File: config.mk
export PLATFORM = sky130hd
export DESIGN_NAME = svmk_front
export DESIGN_NICKNAME = d
export VERILOG_FILES = /design/src/rtl/svmk_pkg.sv /design/src/rtl/svmk_front.sv
export SDC_FILE = /design/constraint.sdc
export NUM_CORES = 1
export LEC_CHECK = 0
export BUFFER_PORTS_ARGS = -buffer_cell sky130_fd_sc_hd__clkbuf_2
export CAP_MARGIN = 5
export CORE_MARGIN = 2
export CORE_UTILIZATION = 57
export CTS_CLUSTER_SIZE = 20
export DETAILED_ROUTE_END_ITERATION = 8
export PLACE_DENSITY = 0.83
export SLEW_MARGIN = 20
export SYNTH_ARGS = -nofsm -noshare
export SYNTH_HDL_FRONTEND = slang
export SYNTH_SLANG_ARGS = --single-unit
File: constraint.sdc
create_clock -name aclk -period 13.9 [get_ports aclk]
set_clock_uncertainty 0.15 [all_clocks]
set_input_delay 0 -clock aclk [delete_from_list [all_inputs] [get_ports aclk]]
set_output_delay 0 -clock aclk [all_outputs]
set_load 0.02 [all_outputs]
File: src/rtl/svmk_pkg.sv
package svmk_pkg;

    // element and term widths
    localparam int VALUE_WIDTH = 16;
    localparam int FRAC_BITS   = VALUE_WIDTH - 4;
    localparam int SUM_SHIFT   = 2 * FRAC_BITS;
    localparam int OPND_W      = VALUE_WIDTH + 1;
    localparam int TERM_W      = 2 * OPND_W;
    localparam int IN_DATA_W   = ((2 * VALUE_WIDTH + 7) / 8) * 8;

    // accumulator and result
    localparam int ACC_W      = 48;
    localparam int SUM_W      = ((TERM_W > ACC_W) ? TERM_W : ACC_W) + 1;
    localparam int RES_W      = 48;
    localparam int OUT_DATA_W = ((RES_W + 1 + 7) / 8) * 8;

    localparam logic signed [SUM_W-1:0] ACC_MAX_S = (SUM_W'(1) <<< (ACC_W - 1)) - SUM_W'(1);
    localparam logic signed [SUM_W-1:0] ACC_MIN_S = -ACC_MAX_S - SUM_W'(1);

    // exponential datapath
    localparam int GAMMA_W   = 24;
    localparam int US_W      = ACC_W - 1;
    localparam int UHI_W     = US_W - GAMMA_W;
    localparam int FULL_W    = GAMMA_W + US_W;
    localparam int T_W       = 25;
    localparam int LOG2E_W   = 31;
    localparam int ZPROD_W   = T_W + LOG2E_W;
    localparam int Z_W       = 25;
    localparam int ZF_W      = 16;
    localparam int ZI_W      = Z_W - ZF_W;
    localparam int Q_W       = 30;
    localparam int M_W       = 31;
    localparam int MPROD_W   = M_W + Q_W;
    localparam int RND_W     = 56;
    localparam int EXP_STEPS = 16;
    localparam int STEP_W    = 4;
    localparam int ZI_MAX    = 40;

    localparam logic [FULL_W-1:0]  T_CAP      = FULL_W'(1) << 24;
    localparam logic [LOG2E_W-1:0] LOG2E_Q30  = 31'h5C551D95;
    localparam logic [ZPROD_W-1:0] Z_ROUND    = ZPROD_W'(1) << 29;
    localparam logic [MPROD_W-1:0] M_ROUND    = MPROD_W'(1) << 29;
    localparam logic [M_W-1:0]     M_ONE      = M_W'(1) << 30;

    // queue between front and back
    localparam int QUEUE_DEPTH = 4;
    localparam int QPTR_W      = 2;
    localparam int QCNT_W      = QPTR_W + 1;

    // configuration port
    localparam int CFG_ADDR_W = 3;
    localparam int CFG_DATA_W = 32;
    localparam logic REG_KERNEL_MODE = 1'b0;
    localparam logic REG_GAMMA       = 1'b1;

    typedef enum logic {
        MODE_LINEAR = 1'b0,
        MODE_RBF    = 1'b1
    } kernel_mode_t;

    typedef struct packed {
        kernel_mode_t             kernel_mode;
        logic [GAMMA_W-1:0]       gamma;
    } cfg_t;

    typedef struct packed {
        logic signed [TERM_W-1:0] term;
        kernel_mode_t             mode;
        logic                     last;
    } term_item_t;

    typedef logic [EXP_STEPS-1:0][Q_W-1:0] q_table_t;

    // floor square root, bit by bit
    function automatic logic [63:0] isqrt64(input logic [63:0] n_in);
        logic [63:0] n;
        logic [63:0] r;
        logic [63:0] b;
        n = n_in;
        r = '0;
        b = 64'h4000_0000_0000_0000;
        for (int k = 0; k < 32; k++) begin
            if (n >= r + b) begin
                n = n - (r + b);
                r = (r >> 1) + b;
            end else begin
                r = r >> 1;
            end
            b = b >> 2;
        end
        return r;
    endfunction

    // factors 2^(-2^-(i+1)) in q0.30
    function automatic q_table_t build_q_table();
        q_table_t    q;
        logic [63:0] prev;
        prev = isqrt64(64'd1 << 59);
        q[0] = prev[Q_W-1:0];
        for (int i = 1; i < EXP_STEPS; i++) begin
            prev = isqrt64(prev << 30);
            q[i] = prev[Q_W-1:0];
        end
        return q;
    endfunction

    localparam q_table_t Q_TABLE = build_q_table();

endpackage

File: src/rtl/svmk_front.sv
module svmk_front
    import svmk_pkg::*;
(
    input  logic                 aclk,
    input  logic                 aresetn,
    input  logic                 s_axis_tvalid,
    output logic                 s_axis_tready,
    input  logic [IN_DATA_W-1:0] s_axis_tdata,
    input  logic                 s_axis_tlast,
    input  cfg_t                 cfg,
    input  logic                 queue_full,
    output logic                 push,
    output term_item_t           push_item
);

    logic                     opnd_valid_reg;
    logic signed [OPND_W-1:0] opnd_a_reg;
    logic signed [OPND_W-1:0] opnd_b_reg;
    kernel_mode_t             mode_reg;
    logic                     last_reg;

    logic signed [VALUE_WIDTH-1:0] x_val;
    logic signed [VALUE_WIDTH-1:0] y_val;
    logic signed [OPND_W-1:0]      x_ext;
    logic signed [OPND_W-1:0]      y_ext;
    logic signed [OPND_W-1:0]      diff;
    logic signed [OPND_W-1:0]      opnd_a_next;
    logic signed [OPND_W-1:0]      opnd_b_next;
    logic                          accept;

    // operand selection: x*y or (x-y)^2
    always_comb begin
        x_val = s_axis_tdata[VALUE_WIDTH-1:0];
        y_val = s_axis_tdata[2*VALUE_WIDTH-1:VALUE_WIDTH];
        x_ext = OPND_W'(x_val);
        y_ext = OPND_W'(y_val);
        diff  = x_ext - y_ext;
        if (cfg.kernel_mode == MODE_RBF) begin
            opnd_a_next = diff;
            opnd_b_next = diff;
        end else begin
            opnd_a_next = x_ext;
            opnd_b_next = y_ext;
        end
    end

    assign s_axis_tready = !opnd_valid_reg || !queue_full;
    assign accept        = s_axis_tvalid && s_axis_tready;
    assign push          = opnd_valid_reg && !queue_full;

    // multiply stage feeds the queue write port
    always_comb begin
        push_item.term = opnd_a_reg * opnd_b_reg;
        push_item.mode = mode_reg;
        push_item.last = last_reg;
    end

    always_ff @(posedge aclk) begin
        if (!aresetn) begin
            opnd_valid_reg <= 1'b0;
        end else if (accept) begin
            opnd_valid_reg <= 1'b1;
        end else if (push) begin
            opnd_valid_reg <= 1'b0;
        end
    end

    always_ff @(posedge aclk) begin
        if (accept) begin
            opnd_a_reg <= opnd_a_next;
            opnd_b_reg <= opnd_b_next;
            mode_reg   <= cfg.kernel_mode;
            last_reg   <= s_axis_tlast;
        end
    end

endmodule

==> reports/metrics.yaml <==
hpwl_um: 23460
setup_viol: 0
rows: 55
setup_tns_ns: 0
slew_violations: 0
cp-startpoint: "opnd_b_reg[5]$_DFFE_PP_"
r2r-end: "opnd_b_reg[10]$_DFFE_PP_"
design_area_um2: 14210
cts_buffer_depth: 2
finish.net_count: 1958
r2r_cells: 3
endpoint_kind: "primary output"
htreeDepth: 2
final_common_cell: "inv_1"
slew_headroom_pct: 39.59
tritoncts: "done"
vias: 9983
grt_use_met2_pct: 48.29
cap_violations: 0
grt_max_degree: 47
async_flop_share_pct: 0
wirelength_um: 30480
holdCritPathClass: "input pin to flop"
io_buffers: 75
root_buffer: "clkbuf_16"
grt_use_total_pct: 26.65
path_class: "flop to primary output"
hold_path_startpoint: "s_axis_tdata[13]"
start_util_pct: 58.12
startpoint_type: "flop"
ys.flop_type: "edfxtp_1"
globalRouteOverflowTotal: 0
numCtsBuffers: 5
cts_resized: 0
via_per_inst: 5.593
worst-path-max-fanout: 17
io_pins: 100
first_global_vias: 10990
synthDistinctLibCells: 54
drt_pass1_iterations: 5
routabilityCongestion: 0.9212
drive_gt1_share_pct: 6.004
clk_pin_slew_ns: 0.06
postCtsHoldBufs: 31
drc: 0
gr-max-usage-layer: "met2"
synth_cells: 1429
crit_end: "push_item[32]"
r2r_start: "opnd_valid_reg$_SDFFE_PN0P_"
status: "finished, final reports clean"
antenna_found_initial: 1
syn_area_per_cell_um2: 9.236
fin_worst_hold_slack_ns: 0.03813
post-cts-setup-buffer-count: 0
detail-route-antenna-nets: 0
use_met3_pct: 2.389
multi_input_area_um2: 10560
clkLatencyLatePin_ns: 0.28
finalHoldViolCount: 0
fp.coreArea_um2: 22710
dieArea_um2: 24390
final_cell_mix: "362 x inv_1, 297 x fa_1, 152 x nand2_1, 149 x and2_1, 101 x ha_1"
fin_crit_sh_pct: 54.33
final_util_pct: 62.58
synth_edf_count: 36
nFillCells: 1784
use_met1_pct: 32.44
layout.area.seq_um2: 1101
dpl_cell_area_um2: 13760
die_width_um: 156.2
syn-num-nets: 1889
syn_area_um2: 13200
cts.sinks: 37
rsz0062_at_grt: "no"
critPathArrivalTime_ns: 7.40
reg2reg_slack_ns: 12.47
max_freq_mhz: 132.4
ys_warn_count: 0
min_period_ns: 7.552
die_h_um: 156.2
area_growth_pct: 7.689
grt_pass1_wl_um: 51340
wl_per_cell_um: 17.08
ys_seq_area_share_pct: 8.343
required_ns: 13.75
tightest_slew_ns: 0.9000
first_iter_violations: 716
ys_seq_elements: 37
-- logic make-up (layout without fill, tap and decap cells) --
kind of cell / Yosys count / count (layout) / synth area share (%)
muxes: 3 / 3 / 0.2370
DFF: 37 / 37 / 8.343
buffers and inverters: 407 / 477 / 11.63
and+or+nand+nor: 401 / 401 / 15.45
AOI/OAI and AO/OA: 143 / 143 / 7.054
other: 0 / 1 / 0
xor gates and xnor gates: 40 / 40 / 2.655
adders and majority gates: 398 / 398 / 54.63
-- layout make-up --
class                   count  share of cell area, %
clock inverters             2                0.07043
repair buffers            107                  4.877
flip-flops and latches     37                  7.747
multi-input cells         985                  74.31
diodes                      1                0.01761
well taps                 285                  2.509
inverters                 362                  9.561
clock buffers               6                 0.9068
-- worst min-delay path by stage --
stage | end | slack, ns | cells after the start
finish | opnd_a_reg[13]$_DFFE_PP_ | 0.04 | 3
global route | opnd_a_reg[13]$_DFFE_PP_ | 0.06 | 3
CTS | opnd_a_reg[13]$_DFFE_PP_ | 0.02 | 3
detailed placement | last_reg$_DFFE_PP_ | 0.04 | 1
global placement | last_reg$_DFFE_PP_ | 0.03 | 1
floorplan | push | -0.07 | 1
-- synthesized netlist by cell type (all sizes together), types with 6 or more instances --
cell,number,area (um^2)
inv,362,1359
fa,297,5946
nand2,152,570.6
and2,149,932.1
ha,101,1264
o21ai,42,210.2
clkbuf,40,150.1
a21oi,36,187.7
edfxtp,36,1081
xnor2,31,271.5
nor2,30,112.6
a21o,15,112.6
nand3,15,75.07
nand2b,11,68.82
xor2,9,78.83
nor2b,8,50.05
nor3,8,40.04
o21a,8,60.06
or3,7,43.79
a211oi,6,55.05
-- critical path, stage by stage (launching register included) --
cell	delay (ns)
edfxtp_1	0.70
and2_1	0.30
fa_1	0.57
inv_1	0.07
fa_1	0.47
fa_1	0.51
fa_1	0.57
inv_1	0.05
fa_1	0.47
inv_1	0.05
fa_1	0.51
inv_1	0.06
ha_1	0.35
nand2_1	0.10
o21bai_1	0.18
a211o_1	0.30
a311oi_1	0.76
o211ai_1	0.33
a21oi_1	0.24
o21ai_1	0.08
a211oi_1	0.23
clkbuf_2	0.21
-- routing by layer --
metal	vias up	routed length, um	part of all wire [%]
met5	-	0	0
met4	0	1477	4.8
met3	133	1855	6.1
met2	455	15560	51
met1	4968	11590	38
li1	4427	-	-
-- stage by stage --
step	std cells	setup slack [ns]
2_1_floorplan	1429	7.667
3_3_place_gp	1745	6.752
3_5_place_dp	1745	6.665
4_1_cts	1784	6.375
5_1_grt	1785	6.070
6_report	1785	6.348
Power is left out: the tool's default activity adds up to more than one toggle a clock period on the data nets, which glitch-free logic cannot reach.
