==> src/rtl/svmk_pkg.sv <==
package svmk_pkg;

    // element and term widths
    localparam int VALUE_WIDTH = 16;
    localparam int FRAC_BITS   = VALUE_WIDTH - 4;
    localparam int SUM_SHIFT   = 2 * FRAC_BITS;
    localparam int OPND_W      = VALUE_WIDTH + 1;
    localparam int TERM_W      = 2 * OPND_W;
    localparam int IN_DATA_W   = ((2 * VALUE_WIDTH + 7) / 8) * 8;

    // accumulator and result
    localparam int ACC_W      = 48;
    localparam int SUM_W      = ((TERM_W > ACC_W) ? TERM_W : ACC_W) + 1;
    localparam int RES_W      = 48;
    localparam int OUT_DATA_W = ((RES_W + 1 + 7) / 8) * 8;

    localparam logic signed [SUM_W-1:0] ACC_MAX_S = (SUM_W'(1) <<< (ACC_W - 1)) - SUM_W'(1);
    localparam logic signed [SUM_W-1:0] ACC_MIN_S = -ACC_MAX_S - SUM_W'(1);

    // exponential datapath
    localparam int GAMMA_W   = 24;
    localparam int US_W      = ACC_W - 1;
    localparam int UHI_W     = US_W - GAMMA_W;
    localparam int FULL_W    = GAMMA_W + US_W;
    localparam int T_W       = 25;
    localparam int LOG2E_W   = 31;
    localparam int ZPROD_W   = T_W + LOG2E_W;
    localparam int Z_W       = 25;
    localparam int ZF_W      = 16;
    localparam int ZI_W      = Z_W - ZF_W;
    localparam int Q_W       = 30;
    localparam int M_W       = 31;
    localparam int MPROD_W   = M_W + Q_W;
    localparam int RND_W     = 56;
    localparam int EXP_STEPS = 16;
    localparam int STEP_W    = 4;
    localparam int ZI_MAX    = 40;

    localparam logic [FULL_W-1:0]  T_CAP      = FULL_W'(1) << 24;
    localparam logic [LOG2E_W-1:0] LOG2E_Q30  = 31'h5C551D95;
    localparam logic [ZPROD_W-1:0] Z_ROUND    = ZPROD_W'(1) << 29;
    localparam logic [MPROD_W-1:0] M_ROUND    = MPROD_W'(1) << 29;
    localparam logic [M_W-1:0]     M_ONE      = M_W'(1) << 30;

    // queue between front and back
    localparam int QUEUE_DEPTH = 4;
    localparam int QPTR_W      = 2;
    localparam int QCNT_W      = QPTR_W + 1;

    // configuration port
    localparam int CFG_ADDR_W = 3;
    localparam int CFG_DATA_W = 32;
    localparam logic REG_KERNEL_MODE = 1'b0;
    localparam logic REG_GAMMA       = 1'b1;

    typedef enum logic {
        MODE_LINEAR = 1'b0,
        MODE_RBF    = 1'b1
    } kernel_mode_t;

    typedef struct packed {
        kernel_mode_t             kernel_mode;
        logic [GAMMA_W-1:0]       gamma;
    } cfg_t;

    typedef struct packed {
        logic signed [TERM_W-1:0] term;
        kernel_mode_t             mode;
        logic                     last;
    } term_item_t;

    typedef logic [EXP_STEPS-1:0][Q_W-1:0] q_table_t;

    // floor square root, bit by bit
    function automatic logic [63:0] isqrt64(input logic [63:0] n_in);
        logic [63:0] n;
        logic [63:0] r;
        logic [63:0] b;
        n = n_in;
        r = '0;
        b = 64'h4000_0000_0000_0000;
        for (int k = 0; k < 32; k++) begin
            if (n >= r + b) begin
                n = n - (r + b);
                r = (r >> 1) + b;
            end else begin
                r = r >> 1;
            end
            b = b >> 2;
        end
        return r;
    endfunction

    // factors 2^(-2^-(i+1)) in q0.30
    function automatic q_table_t build_q_table();
        q_table_t    q;
        logic [63:0] prev;
        prev = isqrt64(64'd1 << 59);
        q[0] = prev[Q_W-1:0];
        for (int i = 1; i < EXP_STEPS; i++) begin
            prev = isqrt64(prev << 30);
            q[i] = prev[Q_W-1:0];
        end
        return q;
    endfunction

    localparam q_table_t Q_TABLE = build_q_table();

endpackage

==> src/rtl/svmk_queue.sv <==
module svmk_queue
    import svmk_pkg::*;
(
    input  logic       aclk,
    input  logic       aresetn,
    input  logic       push,
    input  term_item_t push_item,
    output logic       full,
    input  logic       pop,
    output term_item_t pop_item,
    output logic       empty
);

    term_item_t        entry_reg [QUEUE_DEPTH];
    logic [QPTR_W-1:0] wr_ptr_reg;
    logic [QPTR_W-1:0] rd_ptr_reg;
    logic [QCNT_W-1:0] count_reg;

    assign full     = (count_reg == QCNT_W'(QUEUE_DEPTH));
    assign empty    = (count_reg == '0);
    assign pop_item = entry_reg[rd_ptr_reg];

    // pointers and fill level
    always_ff @(posedge aclk) begin
        if (!aresetn) begin
            wr_ptr_reg <= '0;
            rd_ptr_reg <= '0;
            count_reg  <= '0;
        end else begin
            if (push) begin
                wr_ptr_reg <= wr_ptr_reg + QPTR_W'(1);
            end
            if (pop) begin
                rd_ptr_reg <= rd_ptr_reg + QPTR_W'(1);
            end
            if (push && !pop) begin
                count_reg <= count_reg + QCNT_W'(1);
            end else if (pop && !push) begin
                count_reg <= count_reg - QCNT_W'(1);
            end
        end
    end

    // entry storage
    always_ff @(posedge aclk) begin
        if (push) begin
            entry_reg[wr_ptr_reg] <= push_item;
        end
    end

endmodule

==> config.mk <==
export PLATFORM = sky130hd
export DESIGN_NAME = svmk_queue
export DESIGN_NICKNAME = d
export VERILOG_FILES = /design/src/rtl/svmk_pkg.sv /design/src/rtl/svmk_queue.sv
export SDC_FILE = /design/constraint.sdc
export NUM_CORES = 1
export LEC_CHECK = 0
export ABC_AREA = 1
export BUFFER_PORTS_ARGS = -buffer_cell sky130_fd_sc_hd__buf_2
export CAP_MARGIN = 20
export CORE_MARGIN = 4
export CORE_UTILIZATION = 57
export DETAILED_ROUTE_END_ITERATION = 8
export GPL_TIMING_DRIVEN = 0
export PLACE_DENSITY = 0.76
export SKIP_CTS_REPAIR_TIMING = 1
export SLEW_MARGIN = 0
export SYNTH_ARGS = -nofsm -noshare
export SYNTH_HDL_FRONTEND = slang
export SYNTH_SLANG_ARGS = --single-unit
==> constraint.sdc <==
create_clock -name aclk -period 1.9 [get_ports aclk]
set_input_delay 0.095 -clock aclk [delete_from_list [all_inputs] [get_ports aclk]]
set_output_delay 0.095 -clock aclk [all_outputs]
set_load 0.005 [all_outputs]
==> results of run 1 <==
-- final timing paths --
kind	from	end	slack, ns
max	flip-flop	pop_item[20]	0.08
min	push_item[25]	entry_reg[3][25]	0.31
max reg2reg	wr_ptr_reg[0]	entry_reg[2][31]	0.19
min reg2reg	rd_ptr_reg[1]	rd_ptr_reg[1]	0.44
-- stage by stage --
| stage | cell area (um2) | setup slack (ns) | std cells | total power [mW] | TNS, ns |
|---|---|---|---|---|---|
| detailed placement | 6360 | 0.173 | 616 | 4.65 | 0 |
| global placement | 6360 | -0.323 | 616 | 4.62 | -39.51 |
| global route | 7360 | -0.00560 | 687 | 8.18 | -0.00560 |
| finish | 7360 | 0.0813 | 687 | 7.92 | 0 |
| CTS | 6940 | 0.0508 | 648 | 7.88 | 0 |
| floorplan | 5810 | 0.211 | 406 | 4.33 | 0 |
-- worst register-to-register path: stages (launching register included) --
cell and delay (ns):
dfxtp_1 0.33, inv_1 0.12, ha_1 0.16, nand2_1 0.06, inv_2 0.63
-- power groups by stage --
stage / combinational, mW / sequential, mW / clock, mW
detailed placement: 0.688 / 3.96 / 0
finish: 0.762 / 3.89 / 3.26
CTS: 0.696 / 3.89 / 3.29
global route: 0.839 / 3.90 / 3.44
floorplan: 0.377 / 3.95 / 0
global placement: 0.662 / 3.96 / 0
-- routing by layer --
metal | GRT usage | share of wire | vias to the layer above | routed length (um)
li1 | - | - | 1787 | -
met3 | 0.0610 | 0.054 | 12 | 671
met5 | 0 | 0 | - | 0
met1 | 0.265 | 0.41 | 1813 | 5110
met4 | 0.0703 | 0.014 | 0 | 173
met2 | 0.362 | 0.52 | 120 | 6550
-- cell usage in the layout (no fill, tap or decap), types with 2 or more instances in the layout --
master and n:
buf_6 8, o22ai_1 34, clkbuf_4 4, inv_6 5, ha_1 5, o21ai_1 57
nand2_1 9, dlygate4sd3_1 39, edfxtp_1 144, nor3_1 2, clkbuf_16 16, o21ai_0 20
buf_2 82, dfxtp_1 9, bufinv_16 2, nor2_1 77, buf_4 5, inv_2 4
a21oi_1 4, clkinvlp_4 3, inv_1 11, clkinv_4 3, o22ai_2 2
-- area by class of cell --
class | instances | area share
Tap cell | 133 | 0.0226
Multi-Input combinational cell | 214 | 0.147
Buffer | 22 | 0.0248
Clock inverter | 15 | 0.0223
Sequential cell | 153 | 0.612
Clock buffer | 17 | 0.0563
Inverter | 17 | 0.00969
Timing Repair Buffer | 116 | 0.105
-- cells by family after synthesis --
logic type               synth area share
flip-flops                          0.775
adder cells (fa/ha/maj)            0.0142
AND/OR/NAND/NOR                    0.0592
buffers and inverters              0.0420
AO/OA/AOI/OAI                       0.109
==> run metrics, run 1 <==
status complete, no violations; share of the synthesized area in the top cell type 0.744; vias post-DR 3732; fmax 550 MHz; register area share after synthesis 0.775; Clock Tree Root clkbuf_8; I/O pin cnt 78; Switch Pwr 1.86 mW; endpoint type of the worst setup path primary output; post-synthesis register bit count 153; top post-synthesis cells by area edfxtp_1, o21ai_1, nor2_1; Syn-to-layout area delta 26.6%; leakage power 2.72 nW; CP required 1.80 ns; layout cells sized above 1 0.251; vias in the first global route 3539; Synth Warn # 0; Core Rows 36; via-per-instance ratio 5.43; Post-synth EDFFs 144; Synth Instances 406; Final Hold Vio Count 0; diode count 0; H-Tree Level Count 4; crit-path cells buf_6, buf_2, nor2_1, o22ai_1, buf_2; TritonCTS clock tree done; GPL Wtd Cong 0.728; Slew headroom 0.397; Combinational Power Share 0.096; Largest register FFs 144; first-pass GRT wire length 18.3 mm; max_cap viols 0; drt initial violations 276; largest area contributor in the netlist edfxtp_1; die height 109 um; CP delay by family, top buffers and inverters; clk buf depth 2; initial antenna violation count 0; Worst Setup Path Type reg -> out; crit share post-route 0.957; Final Critical Period 1.82 ns; Worst Hold Path Cells 2; Layout Skew 0.0122 ns; # DRC 0; total CTS buffers 17; Port Buffers 77; CP max stage cell dfxtp_1; worst hold slack 0.314 ns; Reg clk slew, reported paths 0.07 ns; clock latency on the worst-skew pair 0.52 ns; pin slew with the least headroom to its limit 0.902 ns; Mapped Area 0.00581 mm2; CP Depth 5; sequential share of power 0.491; drt first pass iters 5; core area 0.00986 mm2; DRT Wirelength 12.5 mm; syn_area_per_cell 14.3 um2; GRT Overall Usage 0.213; most used cell, CP buf_2; final setup fails 0; CP peak stage delay 0.34 ns; Core Util, Final 0.746; fill count 618; ANT nets after route 0; # clock sinks 153; Switching Share 0.235; HP Class in -> reg; crit-path max FO 10; Synth top cells by count edfxtp_1, nor2_1, o21ai_1; P per Cell Area 1080 mW/mm2; die area 0.0119 mm2; Initial Util 0.589; Main synth FF type edfxtp_1; CP arrival 1.72 ns; WP buf/inv 3; asr flop ratio synth 0; cell count of the worst reg-to-reg path 4; Die X 109 um; Slew Limit Fails 0; DR WL/cell 18.2 um; grt ovf 0; Worst Setup Start Kind flip-flop; largest net degree at the start of global routing 37; Peak VDD IR 746 uV; number of distinct library cells after synthesis 19; Synth Net Count 452; FF+latch area 0.00450 mm2; top-count cell post-synth edfxtp_1; clock power share 0.412; Pint 6.05 mW; nets@finish 587; post-DP HPWL 6.95 mm; Multi-input gate area 0.00108 mm2
Note: power is estimated with default switching activity, not from simulation.
==> run 2, diff against run 1 <==
- CORE_UTILIZATION: 57 -> 55
- PLACE_DENSITY: 0.76 -> 0.74
==> run 2 against run 1 <==
Against the previous run:
- final area decreased by 0.24%
- clock power decreased by 2%
- maximum frequency increased by 0.32%
- combinational power decreased by 0.8%
- sequential share of layout area increased by 0.15 points
- largest power group unchanged
==> run metrics, run 2 (synthesized netlist as in run 1, its figures left out) <==
status complete, no violations; pin slew with the least headroom to its limit 0.892 ns; Multi-input gate area 0.00107 mm2; placed insts 619; total CTS buffers 17; Peak VDD IR 727 uV; core area 0.0103 mm2; first-pass GRT wire length 19.5 mm; Largest register FFs 144; Port Buffers 77; CP required 1.80 ns; Worst Setup Start Kind flip-flop; Clock Tree Root clkbuf_8; max_cap viols 0; most common cell after layout, fill and taps aside edfxtp_1; H-Tree Level Count 4; die area 0.0123 mm2; Combinational Power Share 0.097; GPL Wtd Cong 0.720; crit-path max FO 10; Initial Util 0.563; post-DP HPWL 7.18 mm; Final Hold Vio Count 0; Die X 111 um; Switch Pwr 1.78 mW; drt first pass iters 4; clk buf depth 2; Layout Skew 0.00692 ns; endpoint type of the worst setup path primary output; fmax 552 MHz; diode count 0; crit share post-route 0.954; final setup fails 0; Setup TNS 0 ns; FF+latch area 0.00450 mm2; Slew Limit Fails 0; Pint 6.04 mW; initial antenna violation count 0; Syn-to-layout area delta 26.3%; DR WL/cell 18.0 um; TritonCTS clock tree done; # DRC 0; Final Critical Period 1.81 ns; die height 111 um; final std cells w/o fill 690; vias in the first global route 3838; DRT Wirelength 12.4 mm; ANT nets after route 0; Switching Share 0.228; sequential share of power 0.497; nets@finish 587; Slew headroom 0.405; CP arrival 1.72 ns; total power 7.83 mW; layout cells sized above 1 0.244; clock latency on the worst-skew pair 0.52 ns; P per Cell Area 1070 mW/mm2; leakage power 2.71 nW; # clock sinks 153; via-per-instance ratio 5.42; largest net degree at the start of global routing 37; HP Class in -> reg; GRT Overall Usage 0.207; grt ovf 0; Reg clk slew, reported paths 0.06 ns; drt initial violations 266; FF-to-FF setup slack 0.19 ns; fill count 703; Core Rows 37; commonest non-fill, non-tap cells in the layout edfxtp_1, buf_2, nor2_1; I/O pin cnt 78; clock power share 0.406; vias post-DR 3742; Worst Setup Path Type reg -> out
## run 2: stage by stage
stage / hold slack (ns) / utilization / area [um2] / worst slack, ns
after floorplan: 0.194 / - / 5810 / 0.211
after global placement: 0.305 / 0.617 / 6370 / -0.364
after detailed placement: 0.310 / 0.617 / 6370 / 0.144
after CTS: -0.233 / 0.672 / 6930 / 0.0195
after global routing: 0.321 / 0.711 / 7340 / -0.0133
final: 0.322 / 0.711 / 7340 / 0.0871
## run 2: cell type report
class	instances	share of cell area
inverters	17	0.00972
repair buffers	116	0.106
clock inverters	13	0.0198
multi-input cells	214	0.146
plain buffers	22	0.0249
flip-flops and latches	153	0.614
clock buffers	19	0.0574
well taps	136	0.0232
## run 2: worst paths after layout
check,start,to,depth (start not counted)
max reg2reg,wr_ptr_reg[0],entry_reg[0][14],4
min,push_item[23],entry_reg[3][23],2
min reg2reg,rd_ptr_reg[1],flip-flop,1
max,flip-flop,pop_item[17],6
## run 2: worst max-delay path, stage by stage, from the launching register on
cell	delay (ns)
dfxtp_1	0.31
buf_6	0.14
inv_4	0.11
clkbuf_4	0.22
o21ai_1	0.08
o22ai_1	0.19
buf_2	0.16
## run 2: per-layer routing
metal	vias to the layer above	global-route usage	part of all wire
met5	-	0	0
met4	0	0.0944	0.016
met3	18	0.0491	0.057
met2	119	0.347	0.51
met1	1819	0.256	0.41
li1	1786	-	-
## run 2: power groups by stage
stage                     Combinational, mW  Clock (mW)  Sequential [mW]
final                                 0.756        3.18             3.89
after global routing                  0.844        3.38             3.90
after CTS                             0.698        3.22             3.89
after detailed placement              0.693           0             3.96
after global placement                0.666           0             3.96
after floorplan                       0.377           0             3.95
==> run 3, diff against run 2 <==
- CORE_MARGIN: 4 -> unset
==> run 3 against run 2 <==
Against the previous run:
- critical path depth fell by 1
- clock-buffer cell count fell by 2
- maximum frequency rose by 0.57%
- non-clock buffer count unchanged
- total power is 1.7% higher
- clock skew is 0.0072 ns higher
- clock power grew 4%
- final cell count unchanged
- via count is essentially flat
- critical path type unchanged
- critical endpoint is now pop_item[19]
==> run metrics, run 3 (synthesized netlist as in run 1, its figures left out) <==
vias in the first global route 3537; clock latency on the worst-skew pair 0.52 ns; final setup margin 0.0973 ns; Slew headroom 0.394; CP arrival 1.71 ns; HP Class in -> reg; total CTS buffers 17; I/O pin cnt 78; final setup fails 0; pin slew with the least headroom to its limit 0.908 ns; commonest non-fill, non-tap cells in the layout edfxtp_1, buf_2, nor2_1; GPL Wtd Cong 0.679; Reg clk slew, reported paths 0.07 ns; leakage power 2.73 nW; endpoint type of the worst setup path primary output; core area 0.0103 mm2; fmax 555 MHz; Port Buffers 77; WL met3 608 um; layout cells sized above 1 0.251; status complete, no violations; DRT Wirelength 11.9 mm; # DRC 0; die height 105 um; H-Tree Level Count 4; # clock sinks 153; first-pass GRT wire length 18.2 mm; Design Area, Final 0.00736 mm2; initial antenna violation count 0; Clock Tree Root clkbuf_8; Worst Setup Start Kind flip-flop; Largest register FFs 144; M1 wire length 5.09 mm; drt initial violations 311; Die X 105 um; unrepaired setup endpoints after global routing no; via-per-instance ratio 5.42; largest net degree at the start of global routing 37; clk buf depth 2; Slew Limit Fails 0; most common cell after layout, fill and taps aside edfxtp_1; Final Critical Period 1.80 ns; pre-CTS setup slack 0.170 ns; final std cells w/o fill 690; die area 0.0110 mm2; fill count 724; diode count 0; post-DP HPWL 6.65 mm; Syn-to-layout area delta 26.7%; vias post-DR 3741; Worst Setup Path Type reg -> out; grt ovf 0; Post-DP Area 0.00637 mm2; Layout Skew 0.0141 ns; met2 WL post-DR 6.11 mm; GRT Overall Usage 0.224; P per Cell Area 1080 mW/mm2; Initial Util 0.565; Core Rows 37; nets@finish 587; DR WL/cell 17.3 um; max_cap viols 0; crit share post-route 0.949; placed insts 619; drt first pass iters 5; Final Hold Vio Count 0; CP required 1.80 ns; highest routed layer met4; crit-path max FO 10; Peak VDD IR 739 uV; TritonCTS clock tree done; ANT nets after route 0
==> run 3: worst paths after layout <==
path / start / endpoint / slack [ns] / depth (start not counted)
worst max-delay path: flip-flop / pop_item[19] / 0.1 / 5
worst min register to register: rd_ptr_reg[1] / rd_ptr_reg[1] / 0.46 / 1
worst max register to register: wr_ptr_reg[0] / entry_reg[2][14] / 0.18 / 4
worst min-delay path: push_item[30] / entry_reg[2][30] / 0.31 / 2
==> run 3: layout make-up <==
type | instances | area, um2 | share of cell area
clock inverters | 15 | 168 | 0.0228
multi-input cells | 214 | 1070 | 0.146
inverters | 17 | 71.3 | 0.00969
plain buffers | 22 | 185 | 0.0251
well taps | 136 | 170 | 0.0231
repair buffers | 116 | 776 | 0.105
flip-flops and latches | 153 | 4500 | 0.612
clock buffers | 17 | 414 | 0.0562
==> run 3: through the flow <==
step	utilization	hold WS, ns	power, mW	setup TNS [ns]
after detailed placement	0.619	0.314	4.64	0
after global routing	0.716	0.318	8.23	0
final	0.716	0.312	7.96	0
after floorplan	-	0.194	4.33	0
after global placement	0.619	0.304	4.62	-44.30
after CTS	0.676	-0.230	7.91	0
==> run 3: critical path, cell delays in order (launching register included) <==
cell	delay (ns)
dfxtp_1	0.32
buf_6	0.15
buf_2	0.25
o21ai_1	0.10
o22ai_1	0.22
buf_2	0.16
==> run 3: power by group <==
group	internal [mW]	switching (mW)
logic	0.315	0.437
registers	3.84	0.0417
clock network	1.83	1.49
total	5.99	1.97
==> run 3: routing by layer <==
metal,vias to the layer above,GRT usage
met1,1814,0.304
met4,0,0.0785
met2,130,0.367
met5,-,0
li1,1786,-
met3,11,0.0412
